### src/rtl/core/tnss_pkg.sv
// shared types and constants for the top-n score selector
`default_nettype none

package tnss_pkg;

  // fixed field widths
  localparam int SCORE_W     = 8;
  localparam int KEEP_W      = 4;
  localparam int MIN_W       = 9;
  localparam int OUT_INDEX_W = 16;
  localparam int APB_ADDR_W  = 3;
  localparam int APB_DATA_W  = 32;

  // register reset values
  localparam logic [KEEP_W-1:0] KEEP_COUNT_RESET = 4'd3;
  localparam logic [MIN_W-1:0]  MIN_SCORE_RESET  = 9'd26;

  // register map, word index
  typedef enum logic [0:0] {
    REG_KEEP_COUNT = 1'b0,
    REG_MIN_SCORE  = 1'b1
  } reg_idx_t;

  // configuration seen by the datapath
  typedef struct packed {
    logic [KEEP_W-1:0] keep_count;
    logic [MIN_W-1:0]  min_score;
  } cfg_t;

endpackage

`default_nettype wire

### src/rtl/core/top_n_score_selector_core.sv
// top level of the top-n score selector
//
//  channel   direction  handshake                     payload
//  request   in         start & !busy                 score, is_last
//  result    out        strobe (one cycle, no stall)  top_score, class_index, final_entry
//  config    in         apb write, psel&penable&pwrite  keep_count @0x0, min_score @0x4
//
// one score request per cycle while busy is low; each insertion into the sorted table is a
// single parallel compare-and-shift; after a request with is_last, the n kept entries come out
// back to back in rank order through the drain state and the result register; busy comes from
// the drain sequencer and falls by the final result; an empty set gives no results, no busy
// rst is synchronous: table count, position, drain state, config registers and result strobe
// return to reset values; the result side cannot stall, so results are never held back
`default_nettype none

module top_n_score_selector_core #(
  parameter int TABLE_DEPTH = 8,
  parameter int INDEX_BITS  = 16
) (
  input  wire logic                               clk,
  input  wire logic                               rst,
  input  wire logic                               start,
  output logic                                    busy,
  input  wire logic [tnss_pkg::SCORE_W-1:0]       score,
  input  wire logic                               is_last,
  output logic                                    strobe,
  output logic      [tnss_pkg::SCORE_W-1:0]       top_score,
  output logic      [tnss_pkg::OUT_INDEX_W-1:0]   class_index,
  output logic                                    final_entry,
  input  wire logic                               psel,
  input  wire logic                               penable,
  input  wire logic                               pwrite,
  input  wire logic [tnss_pkg::APB_ADDR_W-1:0]    paddr,
  input  wire logic [tnss_pkg::APB_DATA_W-1:0]    pwdata,
  output logic      [tnss_pkg::APB_DATA_W-1:0]    prdata,
  output logic                                    pready
);
  import tnss_pkg::*;

  localparam int KEY_W = SCORE_W + INDEX_BITS;
  localparam int CNT_W = $clog2(TABLE_DEPTH + 1);
  localparam int IDX_W = (TABLE_DEPTH > 1) ? $clog2(TABLE_DEPTH) : 1;

  cfg_t             cfg;
  logic             accept;
  logic [IDX_W-1:0] rd_idx;
  logic [KEY_W-1:0] rd_key;
  logic [CNT_W-1:0] end_count;

  assign accept = start && !busy;

  // configuration registers
  tnss_cfg u_cfg (
    .clk     (clk),
    .rst     (rst),
    .psel    (psel),
    .penable (penable),
    .pwrite  (pwrite),
    .paddr   (paddr),
    .pwdata  (pwdata),
    .prdata  (prdata),
    .pready  (pready),
    .cfg     (cfg)
  );

  // sorted best-entry table
  tnss_table #(
    .TABLE_DEPTH (TABLE_DEPTH),
    .INDEX_BITS  (INDEX_BITS)
  ) u_table (
    .clk       (clk),
    .rst       (rst),
    .cfg       (cfg),
    .accept    (accept),
    .score     (score),
    .is_last   (is_last),
    .rd_idx    (rd_idx),
    .rd_key    (rd_key),
    .end_count (end_count)
  );

  // result sequencer
  tnss_drain #(
    .TABLE_DEPTH (TABLE_DEPTH),
    .INDEX_BITS  (INDEX_BITS)
  ) u_drain (
    .clk         (clk),
    .rst         (rst),
    .go          (accept && is_last),
    .go_count    (end_count),
    .rd_key      (rd_key),
    .rd_idx      (rd_idx),
    .draining    (busy),
    .strobe      (strobe),
    .top_score   (top_score),
    .class_index (class_index),
    .final_entry (final_entry)
  );

endmodule

`default_nettype wire

### src/rtl/core/tnss_cfg.sv
// apb register block holding keep_count and min_score
`default_nettype none

module tnss_cfg (
  input  wire logic                               clk,
  input  wire logic                               rst,
  input  wire logic                               psel,
  input  wire logic                               penable,
  input  wire logic                               pwrite,
  input  wire logic [tnss_pkg::APB_ADDR_W-1:0]    paddr,
  input  wire logic [tnss_pkg::APB_DATA_W-1:0]    pwdata,
  output logic      [tnss_pkg::APB_DATA_W-1:0]    prdata,
  output logic                                    pready,
  output tnss_pkg::cfg_t                          cfg
);
  import tnss_pkg::*;

  reg_idx_t reg_idx;
  logic     wr_en;

  assign reg_idx = reg_idx_t'(paddr[2]);
  assign wr_en   = psel && penable && pwrite;
  assign pready  = 1'b1;

  // register writes
  always_ff @(posedge clk) begin
    if (rst) begin
      cfg.keep_count <= KEEP_COUNT_RESET;
      cfg.min_score  <= MIN_SCORE_RESET;
    end else if (wr_en) begin
      unique case (reg_idx)
        REG_KEEP_COUNT: cfg.keep_count <= pwdata[KEEP_W-1:0];
        REG_MIN_SCORE:  cfg.min_score  <= pwdata[MIN_W-1:0];
        default: ;
      endcase
    end
  end

  // read mux
  always_comb begin
    prdata = '0;
    unique case (reg_idx)
      REG_KEEP_COUNT: prdata = APB_DATA_W'(cfg.keep_count);
      REG_MIN_SCORE:  prdata = APB_DATA_W'(cfg.min_score);
      default:        prdata = '0;
    endcase
  end

endmodule

`default_nettype wire

### src/rtl/core/tnss_table.sv
// sorted table of best (score, index) keys with parallel insert
`default_nettype none

module tnss_table #(
  parameter int TABLE_DEPTH = 8,
  parameter int INDEX_BITS  = 16,
  localparam int KEY_W = tnss_pkg::SCORE_W + INDEX_BITS,
  localparam int CNT_W = $clog2(TABLE_DEPTH + 1),
  localparam int IDX_W = (TABLE_DEPTH > 1) ? $clog2(TABLE_DEPTH) : 1
) (
  input  wire logic                          clk,
  input  wire logic                          rst,
  input  wire tnss_pkg::cfg_t                cfg,
  input  wire logic                          accept,
  input  wire logic [tnss_pkg::SCORE_W-1:0]  score,
  input  wire logic                          is_last,
  input  wire logic [IDX_W-1:0]              rd_idx,
  output logic      [KEY_W-1:0]              rd_key,
  output logic      [CNT_W-1:0]              end_count
);
  import tnss_pkg::*;

  localparam int KW = (CNT_W > KEEP_W) ? CNT_W : KEEP_W;

  logic [KEY_W-1:0]      entry     [TABLE_DEPTH];
  logic [KEY_W-1:0]      entry_next[TABLE_DEPTH];
  logic [TABLE_DEPTH-1:0] ge;
  logic [CNT_W-1:0]      cnt;
  logic [CNT_W-1:0]      cnt_trim;
  logic [CNT_W-1:0]      cnt_after;
  logic [CNT_W-1:0]      keep_eff;
  logic [KW-1:0]         keep_ext;
  logic [INDEX_BITS-1:0] pos;
  logic [KEY_W-1:0]      key;
  logic                  pass;
  logic                  insert;

  // effective keep count, saturated at table depth
  assign keep_ext = KW'(cfg.keep_count);
  assign keep_eff = (keep_ext > KW'(TABLE_DEPTH)) ? CNT_W'(TABLE_DEPTH) : CNT_W'(keep_ext);

  assign key      = {score, pos};
  assign pass     = {1'b0, score} >= cfg.min_score;
  assign insert   = accept && pass && (keep_eff != '0);
  assign cnt_trim = (cnt > keep_eff) ? keep_eff : cnt;

  // count after this request, before the vector end clears it
  always_comb begin
    cnt_after = cnt;
    if (accept && pass) begin
      if (keep_eff == '0)
        cnt_after = '0;
      else if (cnt_trim < keep_eff)
        cnt_after = cnt_trim + 1'b1;
      else
        cnt_after = cnt_trim;
    end
  end

  assign end_count = (cnt_after > keep_eff) ? keep_eff : cnt_after;

  // parallel compare and shift: entries ranking at or above the key stay,
  // the key lands in the first slot below them, the rest move down one
  for (genvar i = 0; i < TABLE_DEPTH; i++) begin : g_slot
    assign ge[i] = (CNT_W'(i) < cnt_trim) && (entry[i] >= key);
    if (i == 0) begin : g_head
      assign entry_next[i] = ge[i] ? entry[i] : key;
    end else begin : g_body
      assign entry_next[i] = ge[i]     ? entry[i]   :
                             ge[i - 1] ? key        : entry[i - 1];
    end
  end

  // table payload
  always_ff @(posedge clk) begin
    if (insert) begin
      for (int i = 0; i < TABLE_DEPTH; i++)
        entry[i] <= entry_next[i];
    end
  end

  // fill count and running position
  always_ff @(posedge clk) begin
    if (rst) begin
      cnt <= '0;
      pos <= '0;
    end else if (accept) begin
      if (is_last) begin
        cnt <= '0;
        pos <= '0;
      end else begin
        cnt <= cnt_after;
        pos <= pos + 1'b1;
      end
    end
  end

  assign rd_key = entry[rd_idx];

endmodule

`default_nettype wire

### src/rtl/core/tnss_drain.sv
// walks the kept entries out in rank order into the result register
`default_nettype none

module tnss_drain #(
  parameter int TABLE_DEPTH = 8,
  parameter int INDEX_BITS  = 16,
  localparam int KEY_W = tnss_pkg::SCORE_W + INDEX_BITS,
  localparam int CNT_W = $clog2(TABLE_DEPTH + 1),
  localparam int IDX_W = (TABLE_DEPTH > 1) ? $clog2(TABLE_DEPTH) : 1
) (
  input  wire logic                              clk,
  input  wire logic                              rst,
  input  wire logic                              go,
  input  wire logic [CNT_W-1:0]                  go_count,
  input  wire logic [KEY_W-1:0]                  rd_key,
  output logic      [IDX_W-1:0]                  rd_idx,
  output logic                                   draining,
  output logic                                   strobe,
  output logic      [tnss_pkg::SCORE_W-1:0]      top_score,
  output logic      [tnss_pkg::OUT_INDEX_W-1:0]  class_index,
  output logic                                   final_entry
);
  import tnss_pkg::*;

  logic [CNT_W-1:0] total;
  logic             at_end;

  assign at_end = (CNT_W'(rd_idx) + 1'b1) == total;

  // drain sequencer
  always_ff @(posedge clk) begin
    if (rst) begin
      draining <= 1'b0;
      rd_idx   <= '0;
      total    <= '0;
    end else if (draining) begin
      if (at_end)
        draining <= 1'b0;
      rd_idx <= rd_idx + 1'b1;
    end else if (go && (go_count != '0)) begin
      draining <= 1'b1;
      rd_idx   <= '0;
      total    <= go_count;
    end
  end

  // result register
  always_ff @(posedge clk) begin
    if (rst)
      strobe <= 1'b0;
    else
      strobe <= draining;
  end

  always_ff @(posedge clk) begin
    top_score   <= rd_key[KEY_W-1 -: SCORE_W];
    class_index <= OUT_INDEX_W'(rd_key[INDEX_BITS-1:0]);
    final_entry <= at_end;
  end

endmodule

`default_nettype wire

### config.mk
export PLATFORM = sky130hd
export DESIGN_NAME = top_n_score_selector_core
export DESIGN_NICKNAME = d
export VERILOG_FILES = /design/src/rtl/core/tnss_pkg.sv /design/src/rtl/core/top_n_score_selector_core.sv /design/src/rtl/core/tnss_cfg.sv /design/src/rtl/core/tnss_table.sv /design/src/rtl/core/tnss_drain.sv
export SDC_FILE = /design/constraint.sdc
export NUM_CORES = 1
export LEC_CHECK = 0
export BUFFER_PORTS_ARGS = -buffer_cell sky130_fd_sc_hd__buf_2
export CAP_MARGIN = 40
export CORE_UTILIZATION = 29
export DETAILED_ROUTE_END_ITERATION = 8
export GPL_ROUTABILITY_DRIVEN = 0
export SYNTH_ARGS = -nofsm -noshare
export SYNTH_HDL_FRONTEND = slang
export SYNTH_SLANG_ARGS = --single-unit
### constraint.sdc
create_clock -name clk -period 7.6 [get_ports clk]
set_input_delay 0 -clock clk [delete_from_list [all_inputs] [get_ports clk]]
set_output_delay 0 -clock clk [all_outputs]
set_load 0.05 [all_outputs]
==> metrics.md, run 1 <==
| Metric | Value |
|---|---|
| Final Hold Vio Count | `0` |
| DRT iter0 DRCs | `868` |
| Clock transition at path regs | `60 ps` |
| Max Clock Skew | `10.2 ps` |
| Main synth FF type | `edfxtp_1` |
| Leakage | `0.00741 uW` |
| Fmax | `166 MHz` |
| TritonCTS clock tree | `yes` |
| CP Max Fanout | `10` |
| Post-DP HPWL | `33600 um` |
| Commonest non-fill, non-tap cell in the layout | `ha_1` |
| Slowest stage cell, crit path | `o2bb2ai_1` |
| Die H | `243 um` |
| Final worst slack | `1580 ps` |
| Vias in the first global route | `11657` |
| WHS | `29.2 ps` |
| CTS Sinks | `259` |
| Antenna violations before repair | `1` |
| Sequential share of power | `43.4%` |
| Tot Pwr | `4040 uW` |
| Worst setup SP type | `register` |
| Pre-CTS setup slack | `1660 ps` |
| IO Pins | `110` |
| Layout cells sized above 1 | `26.2%` |
| Clock tree root buffer cell | `clkbuf_16` |
| Clk buf depth | `3` |
| Die Wd | `243 um` |
| First-pass GRT wire length | `72500 um` |
| Slew headroom | `39.0%` |
| Most frequent cells in the layout | `ha_1, edfxtp_1, mux2_2, dfxtp_1, nor2_1` |
| WP data arrival | `6480 ps` |
| Top delay family on crit path | `compound AO/OA/AOI/OAI gates` |
| Port Buffers | `60` |
| FP Rows | `87` |
| Hold crit path type | `in2reg` |
| Largest net degree at the start of global routing | `49` |
| Clock group share of total power | `38.7%` |
| CP Buf/Inv Count | `2` |
| Crit Path Class | `reg2reg` |
| PostCTS Resize Cnt | `0` |
| DR WL/cell | `21.7 um` |
| Initial core utilization | `29.6%` |
| #FFs+latches synth | `259` |
| Final setup vio count | `0` |
| Via count | `11465` |
| Routed wire length | `48000 um` |
| Max Cap Viol | `0` |
| DRC violations left | `0` |
| Mean area per synthesized cell | `12.6 um2` |
| PD cells | `209 nW/um2` |
| Post-DRT Antenna Nets | `0` |
| Nets@finish | `1694` |
| Outcome | `finished clean` |
| Crit path cell chain | `inv_1 -> nand2_1 -> ha_1 -> o21ai_1 -> a21oi_2 -> o21ai_2 -> mux2i_1 -> inv_2 -> ha_1 -> o21a_1 -> o221ai_1 -> o21bai_2 -> and2_4 -> nor4b_2 -> mux2_2 -> nand2b_1 -> ha_1 -> nand2_1 -> o2bb2ai_1 -> nor3b_1 -> a21boi_4 -> a31oi_4 -> nor3_4 -> a32o_1` |
| Overall Global Routing Usage | `16.1%` |
| Worst VDD drop | `0.156 mV` |
| Sequential-to-total area share from yosys stat | `42.3%` |
| Final worst-path cycle share | `79.2%` |
| Worst EP required | `8050 ps` |
| Postcts setup bufs | `0` |
| # fillers | `5653` |
| CP endpoint kind | `register` |
| Via density | `5.19` |
| Cell seen most often among critical-path stages | `ha_1` |
| Minimum clock period | `6020 ps` |
| H-tree lvl count | `1` |
| Global route total overflow | `0` |
| Worst-Margin Slew | `892 ps` |
| Post-synth EDFFs | `192` |
| Worst skew pair latency | `570 ps` |
| Synthesis-to-layout area growth | `15.3%` |
| Die footprint | `58900 um2` |
| DR pass1 iterations | `7` |
| Total CTS buffers | `31` |
| Int Power | `2920 uW` |
| Share of flip-flops with an asynchronous set or reset | `0%` |
| Fin. max-slew vios | `0` |
| Post-Syn Instances | `1334` |
| RSZ-0062 raised after global routing | `no` |
| Sw frac | `27.9%` |
| TNS Setup | `0 ps` |
| Core area | `56800 um2` |
| Syn Std Cell Area | `16800 um2` |
| Combinational share of power | `17.9%` |
| Critical Path Max Stage Delay | `540 ps` |
| Net Sw Power | `1130 uW` |
| Synth warn | `0` |
| Distinct cells, synth | `81` |
-- stage by stage --
| step | std cells | cell area, um2 | util, % |
|---|---|---|---|
| 2_1_floorplan | 1356 | 16900 | - |
| 3_3_place_gp | 2119 | 17900 | 31.6 |
| 3_5_place_dp | 2126 | 18000 | 31.8 |
| 4_1_cts | 2209 | 19400 | 34.1 |
| 5_1_grt | 2209 | 19400 | 34.1 |
| 6_report | 2210 | 19400 | 34.1 |
-- final cells by class --
| type | count | area, um2 | area share (%) |
|---|---|---|---|
| Timing Repair Buffer | 112 | 816 | 4.21 |
| Multi-Input combinational cell | 970 | 9220 | 47.6 |
| Tap cell | 756 | 946 | 4.88 |
| Clock inverter | 11 | 158 | 0.814 |
| Inverter | 55 | 206 | 1.07 |
| Antenna cell | 1 | 2.50 | 0.0129 |
| Clock buffer | 46 | 915 | 4.72 |
| Sequential cell | 259 | 7110 | 36.7 |
-- per-layer routing --
metal	share of wire [%]	GRT usage, %	up-vias
met4	2.2	3.64	0
li1	-	-	5308
met5	0	0	-
met3	6.0	2.86	68
met2	47	26.3	345
met1	45	22.1	5744
-- cells in the mapped netlist, drive strengths merged, types with 4 or more instances --
library cell / count / area [um2]
and4: 5 / 43.8
inv: 55 / 206
dfxtp: 67 / 1340
o21a: 11 / 90.1
mux4: 48 / 1080
a21oi: 52 / 268
a211o: 9 / 78.8
nand3b: 4 / 30.0
nor4: 5 / 31.3
edfxtp: 192 / 5770
mux2: 197 / 2230
nand4: 28 / 175
o2bb2ai: 4 / 35.0
nor2: 64 / 240
xnor2: 18 / 158
nand2: 46 / 175
ha: 215 / 2690
a31oi: 6 / 52.6
a211oi: 11 / 82.6
nor3: 18 / 101
and2: 6 / 40.0
o211ai: 4 / 30.0
a21o: 57 / 428
mux2i: 5 / 50.1
and3: 5 / 31.3
a2111oi: 4 / 41.3
buf: 45 / 337
nand3: 11 / 55.1
o21ai: 40 / 204
nand2b: 17 / 106
nor2b: 12 / 75.1
clkbuf: 27 / 101
-- cells by family after synthesis --
logic type / share of synthesized area [%]
AOI/OAI and AO/OA: 9.64
xor gates and xnor gates: 1.09
adders and majority gates: 16.0
buffers and inverters: 3.83
DFF: 42.3
muxes: 20.0
other: 0.0447
and+or+nand+nor: 7.14
-- what timing repair did --
| action | CTS | global route |
|---|---|---|
| endpoints found under the hold margin | 87 | 0 |
| hold buffers | 26 | 0 |
| setup endpoints to repair | 0 | 0 |
-- final timing paths --
path	startpoint	to	slack, ps	cells after the start
hold reg to reg	u_cfg.cfg[1]	u_cfg.cfg[1]	490	1
setup reg to reg	u_cfg.cfg[12]	u_drain.rd_idx[1]	1580	24
setup / recovery	u_cfg.cfg[12]	u_drain.rd_idx[1]	1580	24
hold / removal	pwrite	u_cfg.cfg[10]	30	3
-- registers in the layout, indices dropped and copies added, names as in the netlist --
| register | count |
|---|---|
| u_drain.final_entry | 1 |
| u_drain.draining | 1 |
| u_table.cnt | 4 |
| u_drain.class_index | 16 |
| u_cfg.cfg | 13 |
| u_table.pos | 16 |
| u_drain.strobe | 1 |
| u_drain.total | 4 |
| u_table.entry | 192 |
| u_drain.rd_idx | 3 |
| u_drain.top_score | 8 |
-- power groups by stage --
stage / clock network, uW / registers [uW] / logic, uW
3_5_place_dp: 0 / 1780 / 710
5_1_grt: 1650 / 1760 / 789
2_1_floorplan: 0 / 1810 / 444
3_3_place_gp: 0 / 1780 / 688
6_report: 1570 / 1750 / 723
4_1_cts: 1600 / 1750 / 725
-- worst min-delay path: stages --
cell      delay [ps]
buf_2            110
nand4b_1         280
a211o_1          170
(Power assumes the default switching activity.)
==> run 2, diff against run 1 <==
clock period = 6.05 ns   (was 7.6 ns; I/O delays follow)
==> run 2 against run 1 <==
- sequential cell count did not move
- register-to-register slack got worse by 1200 ps
- routed wire length about the same
- sequential power up 25%
- clock skew increased by 9.9 ps
- hold slack worse by 4.5 ps
- utilization hardly changed
- die area unchanged
- cell area about the same
- via count grew 0.43%
- sequential share of layout area hardly changed
- power increased by 23%
==> metrics.md, run 2 (synthesis gave the netlist of run 1 again) <==
| Metric | Value |
|---|---|
| DRC violations left | `0 (unchanged)` |
| TritonCTS clock tree | `yes` |
| Outcome | `finished clean` |
| Commonest non-fill, non-tap cell in the layout | `ha_1` |
| H-tree lvl count | `1 (unchanged)` |
| IO Pins | `110 (unchanged)` |
| R2r worst-path depth | `25 (+4.2%)` |
| Max Cap Viol | `0 (unchanged)` |
| Met2 WL | `22600 um (+1.2%)` |
| Postcts setup bufs | `0 (unchanged)` |
| Slew headroom | `39.8% (+0.86 points)` |
| Worst EP required | `6510 ps (-1540 ps)` |
| Hold crit path type | `in2reg` |
| Core area | `56800 um2 (unchanged)` |
| Final setup vio count | `0 (unchanged)` |
| Worst skew pair latency | `580 ps (about the same)` |
| Worst r2r src | `u_cfg.cfg[12]` |
| Post-DRT Antenna Nets | `0 (unchanged)` |
| CP endpoint kind | `register` |
| FP Rows | `87 (unchanged)` |
| Worst setup SP type | `register` |
| Final Util | `34.1% (about the same)` |
| Clock transition at path regs | `60 ps (about the same)` |
| First-pass GRT wire length | `72200 um (-0.36%)` |
| M1 wire length | `21300 um (-2.2%)` |
| ANT cells | `0 (-1)` |
| Slowest stage cell, crit path | `dfxtp_2` |
| Global route total overflow | `0 (unchanged)` |
| Hold depth | `3 (unchanged)` |
| Final Hold Vio Count | `0 (unchanged)` |
| Die footprint | `58900 um2 (unchanged)` |
| Overall Global Routing Usage | `16.1% (-0.062 points)` |
| Routed wire length | `48100 um (about the same)` |
| Critical Path Max Stage Delay | `410 ps (-130 ps)` |
| Final worst-path cycle share | `93.6% (+14 points)` |
| Via density | `5.21 (+0.47%)` |
| Die H | `243 um (unchanged)` |
| Fmax | `177 MHz (+6.4%)` |
| Initial core utilization | `29.6% (unchanged)` |
| Biggest register | `u_table.entry` |
| Max reg flops | `192 (unchanged)` |
| Clock tree root buffer cell | `clkbuf_16` |
| Antenna violations before repair | `1 (unchanged)` |
| Max Clock Skew | `20.1 ps (+9.91 ps)` |
| WP data arrival | `6120 ps (-360 ps)` |
| Largest net degree at the start of global routing | `41 (-16%)` |
| Via count | `11514 (+0.43%)` |
| Worst VDD drop | `0.245 mV (+57%)` |
| CP Max Fanout | `10 (unchanged)` |
| Top flop regs | `u_table.entry x192, u_drain.class_index x16, u_table.pos x16` |
| Layout cells sized above 1 | `26.5% (+0.28 points)` |
| CTS Sinks | `259 (unchanged)` |
| Post-DP HPWL | `34200 um (+1.8%)` |
| Clk buf depth | `3 (unchanged)` |
| Critical Path Start | `u_cfg.cfg[12]` |
| Top Layer Used | `met5` |
| Vias in the first global route | `11608 (-0.42%)` |
| Leakage | `0.00740 uW (-0.15%)` |
| DR WL/cell | `21.8 um (+0.11%)` |
| Most frequent cells in the layout | `ha_1, edfxtp_1, mux2_2, dfxtp_1, nor2_1` |
| TNS Setup | `0 ps (unchanged)` |
| HP Start | `penable` |
| Minimum clock period | `5660 ps (-360 ps)` |
| DR pass1 iterations | `5 (-2)` |
| Worst-Margin Slew | `902 ps (+10.2 ps)` |
| Cell seen most often among critical-path stages | `ha_1` |
| Fin. max-slew vios | `0 (unchanged)` |
| Synthesis-to-layout area growth | `15.3% (about the same)` |
| PD cells | `257 nW/um2 (+23%)` |
| RSZ-0062 raised after global routing | `no` |
| DRT iter0 DRCs | `782 (-9.9%)` |
| Nets@finish | `1694 (unchanged)` |
| Crit Path Class | `reg2reg` |
| Die Wd | `243 um (unchanged)` |
| Total CTS buffers | `30 (-3.2%)` |
| Port Buffers | `60 (unchanged)` |
| Met3 routed WL | `3010 um (+4.3%)` |
## run 2: path summary, 6_finish.rpt
| path | to | slack, ps |
|---|---|---|
| max | u_drain.rd_idx[1] | 390 |
| min | u_cfg.cfg[9] | 20 |
| max reg2reg | u_drain.rd_idx[1] | 390 |
| min reg2reg | u_drain.total[0] | 490 |
## run 2: metrics by stage
| stage | instance area (um2) | hold slack (ps) | power [uW] | setup WS [ps] | cells |
|---|---|---|---|---|---|
| after floorplan | 16900 | 98.9 | 2830 | 831 | 1356 |
| after global placement | 18000 | 212 | 3110 | 283 | 2119 |
| after detailed placement | 18100 | 224 | 3130 | 78.5 | 2126 |
| after CTS | 19400 | 3.16 | 5030 | 55.1 | 2209 |
| after global routing | 19400 | 34.9 | 5170 | 92.2 | 2209 |
| final | 19400 | 24.7 | 4990 | 388 | 2209 |
## run 2: report_power, final
part	total (uW)	switching, uW	internal, uW
Sequential	2190	107	2090
Combinational	917	545	372
Clock	1880	776	1100
Total	4990	1430	3560
## run 2: layout make-up
type                            count  area, um2
Inverter                           55        206
Timing Repair Buffer              113        858
Sequential cell                   259       7110
Multi-Input combinational cell    970       9250
Tap cell                          756        946
Clock inverter                      9       73.8
Fill cell                        5649      37400
Clock buffer                       47        937
## run 2: what timing repair did
item / 4_1_cts / 5_1_grt
hold buffers: 27 / 0
endpoints found under the setup margin: 0 / 8
hold endpoints to repair: 86 / 0
resized for setup: 0 / 6
## run 2: critical path, delay by kind of cell, from the launching register on
| family | cells | cell delay, ps |
|---|---|---|
| adder cells (fa/ha/maj) | 3 | 860 |
| AO/OA/AOI/OAI | 11 | 2140 |
| flip-flops | 1 | 410 |
| buffers and inverters | 2 | 230 |
| multiplexers | 2 | 760 |
| AND/OR/NAND/NOR | 7 | 1150 |
## run 2: layer usage
metal / vias up / track usage [%]
li1: 5304 / -
met1: 5770 / 21.8
met2: 372 / 26.4
met3: 66 / 2.73
met4: 2 / 3.90
met5: - / 0
==> run 3, diff against run 2 <==
CORE_MARGIN = 1.5   (was default)
CTS_BUF_LIST = sky130_fd_sc_hd__clkbuf_4 sky130_fd_sc_hd__clkbuf_8   (was default)
==> run 3 against run 2 <==
- global-route usage increased by 0.17 points
- die area grew 0.83%
- hold slack better by 21 ps
- routed wire length grew 1.2%
- clock power decreased by 8%
- power down 2.7%
- count of clock-buffer cells in the layout is 32 higher
- non-clock buffer count grew 5
- largest power group unchanged
==> metrics.md, run 3 (synthesis gave the netlist of run 1 again) <==
| Metric | Value |
|---|---|
| Antenna violations before repair | `0 (-1)` |
| Clk buf depth | `3 (unchanged)` |
| Vias in the first global route | `11989 (+3.3%)` |
| Nets@finish | `1716 (+1.3%)` |
| Outcome | `finished clean` |
| Most frequent cells in the layout | `ha_1, edfxtp_1, mux2_2, dfxtp_1, nor2_1` |
| Post-DRT Antenna Nets | `0 (unchanged)` |
| ANT cells | `0 (unchanged)` |
| Worst Hold Path EP | `u_cfg.cfg[1]` |
| Fin. max-slew vios | `0 (unchanged)` |
| Die footprint | `59400 um2 (+0.83%)` |
| Die H | `244 um (+0.41%)` |
| H-tree lvl count | `2 (+1)` |
| DR pass1 iterations | `4 (-1)` |
| Top flop regs | `u_table.entry x192, u_drain.class_index x16, u_table.pos x16` |
| Postcts setup bufs | `0 (unchanged)` |
| Routed wire length | `48600 um (+1.2%)` |
| Worst EP required | `6540 ps (+30 ps)` |
| Fmax | `177 MHz (+0.43%)` |
| Sequential share of power | `45.4% (+1.4 points)` |
| Clock transition at path regs | `60 ps (about the same)` |
| Final worst-path cycle share | `93.2% (-0.40 points)` |
| Initial core utilization | `29.2% (-0.34 points)` |
| Via count | `11604 (+0.78%)` |
| Worst-Margin Slew | `875 ps (-27.8 ps)` |
| Total CTS buffers | `47 (+57%)` |
| Crit Path Class | `reg2reg` |
| Hold depth | `3 (unchanged)` |
| Hold crit path type | `in2reg` |
| IO Pins | `110 (unchanged)` |
| Max reg flops | `192 (unchanged)` |
| Sw frac | `29.5% (+0.91 points)` |
| Global route total overflow | `0 (unchanged)` |
| Overall Global Routing Usage | `16.2% (+0.17 points)` |
| WP data arrival | `6120 ps (about the same)` |
| Clock group share of total power | `35.7% (-1.9 points)` |
| Synthesis-to-layout area growth | `15.4% (about the same)` |
| CTS Sinks | `259 (unchanged)` |
| Post-DP Area | `18100 um2 (about the same)` |
| Top delay family on crit path | `compound AO/OA/AOI/OAI gates` |
| TritonCTS clock tree | `yes` |
| Net Sw Power | `1430 uW (+0.39%)` |
| Tot Pwr | `4850 uW (-2.7%)` |
| Final setup vio count | `0 (unchanged)` |
| Max Clock Skew | `25.2 ps (+5.11 ps)` |
| Via density | `5.15 (-1.3%)` |
| PD cells | `250 nW/um2 (-2.8%)` |
| DP Cell Count | `2134 (+0.38%)` |
| Clock tree root buffer cell | `clkbuf_8` |
| Core area | `57500 um2 (+1.1%)` |
| Final Hold Vio Count | `0 (unchanged)` |
| Worst r2r src | `u_cfg.cfg[12]` |
| Combinational share of power | `18.9% (+0.5 points)` |
| Critical Path Max Stage Delay | `400 ps (about the same)` |
| Max Cap Viol | `0 (unchanged)` |
| Slowest stage cell, crit path | `dfxtp_2` |
| Final Non-Filler Cells | `2255 (+2.1%)` |
| DR WL/cell | `21.6 um (-0.87%)` |
| Minimum clock period | `5640 ps (-24.2 ps)` |
| Worst setup SP type | `register` |
| Final Util | `33.8% (-0.36 points)` |
| CP Max Fanout | `10 (unchanged)` |
| HP Start | `penable` |
| Worst r2r dst | `u_drain.rd_idx[1]` |
| DRT iter0 DRCs | `817 (+4.5%)` |
| FP Rows | `88 (+1.1%)` |
| DRC violations left | `0 (unchanged)` |
| Int Power | `3420 uW (-3.9%)` |
| CP endpoint kind | `register` |
| Post-DP HPWL | `34100 um (-0.32%)` |
| Worst VDD drop | `0.183 mV (-25%)` |
| Worst skew pair latency | `600 ps (+20 ps)` |
| Leakage | `0.00744 uW (+0.57%)` |
| TNS Setup | `0 ps (unchanged)` |
| Port Buffers | `60 (unchanged)` |
| CP Buf/Inv Count | `2 (unchanged)` |
| Post-route cell area | `19400 um2 (about the same)` |
| Die Wd | `244 um (+0.41%)` |
| Commonest non-fill, non-tap cell in the layout | `ha_1` |
| Largest net degree at the start of global routing | `50 (+22%)` |
| Layout cells sized above 1 | `28.3% (+1.8 points)` |
| Cell seen most often among critical-path stages | `ha_1` |
| R2r setup slk | `410 ps (+20 ps)` |
| Biggest register | `u_table.entry` |
| First-pass GRT wire length | `73600 um (+1.9%)` |
| Slew headroom | `41.4% (+1.5 points)` |
| R2r worst-path depth | `25 (unchanged)` |
-- run 3: cell type report --
| type | instances | area, um2 |
|---|---|---|
| repair buffers | 118 | 915 |
| inverters | 55 | 206 |
| clock buffers | 79 | 918 |
| fillers | 5773 | 38100 |
| well taps | 765 | 957 |
| flip-flops and latches | 259 | 7110 |
| multi-input cells | 970 | 9240 |
| clock inverters | 9 | 47.5 |
-- run 3: per-layer routing --
metal	part of all wire (%)	vias up	track usage (%)
li1	-	5366	-
met5	0	-	0
met3	6.7	79	3.64
met4	2.6	0	5.05
met2	47	373	26.4
met1	44	5786	21.4
-- run 3: power by group through the flow --
stage / logic [uW] / clock network (uW) / registers (uW)
2_1_floorplan: 557 / 0 / 2270
3_3_place_gp: 871 / 0 / 2240
3_5_place_dp: 902 / 0 / 2240
4_1_cts: 922 / 1780 / 2200
5_1_grt: 1000 / 1850 / 2220
6_report: 919 / 1730 / 2200
-- run 3: what timing repair did --
action	in CTS	in global routing
resized for setup	0	5
hold endpoints to repair	93	0
setup endpoints to repair	0	8
hold buffers	33	0
-- run 3: how the worst max path moves through the flow --
stage | depth (start not counted) | slack, ps | from | end
after global placement | 24 | 280 | u_cfg.cfg[12] | u_drain.rd_idx[1]
after CTS | 24 | 130 | u_cfg.cfg[12] | u_drain.rd_idx[1]
after global routing | 25 | -50 | u_cfg.cfg[12] | u_drain.rd_idx[1]
after detailed placement | 24 | 160 | u_cfg.cfg[12] | u_drain.rd_idx[1]
final | 25 | 410 | u_cfg.cfg[12] | u_drain.rd_idx[1]
after floorplan | 24 | 830 | u_cfg.cfg[12] | u_drain.rd_idx[1]
-- run 3: worst min-delay path, cell delays in order --
cell,delay [ps]
buf_2,110
nand4_1,300
a211o_1,180
-- run 3: metrics by stage --
| step | hold slack [ps] | setup WS, ps |
|---|---|---|
| finish | 46.2 | 412 |
| global route | 55.6 | -46.8 |
| CTS | 18.1 | 132 |
| detailed placement | 210 | 157 |
| global placement | 211 | 276 |
| floorplan | 98.9 | 831 |
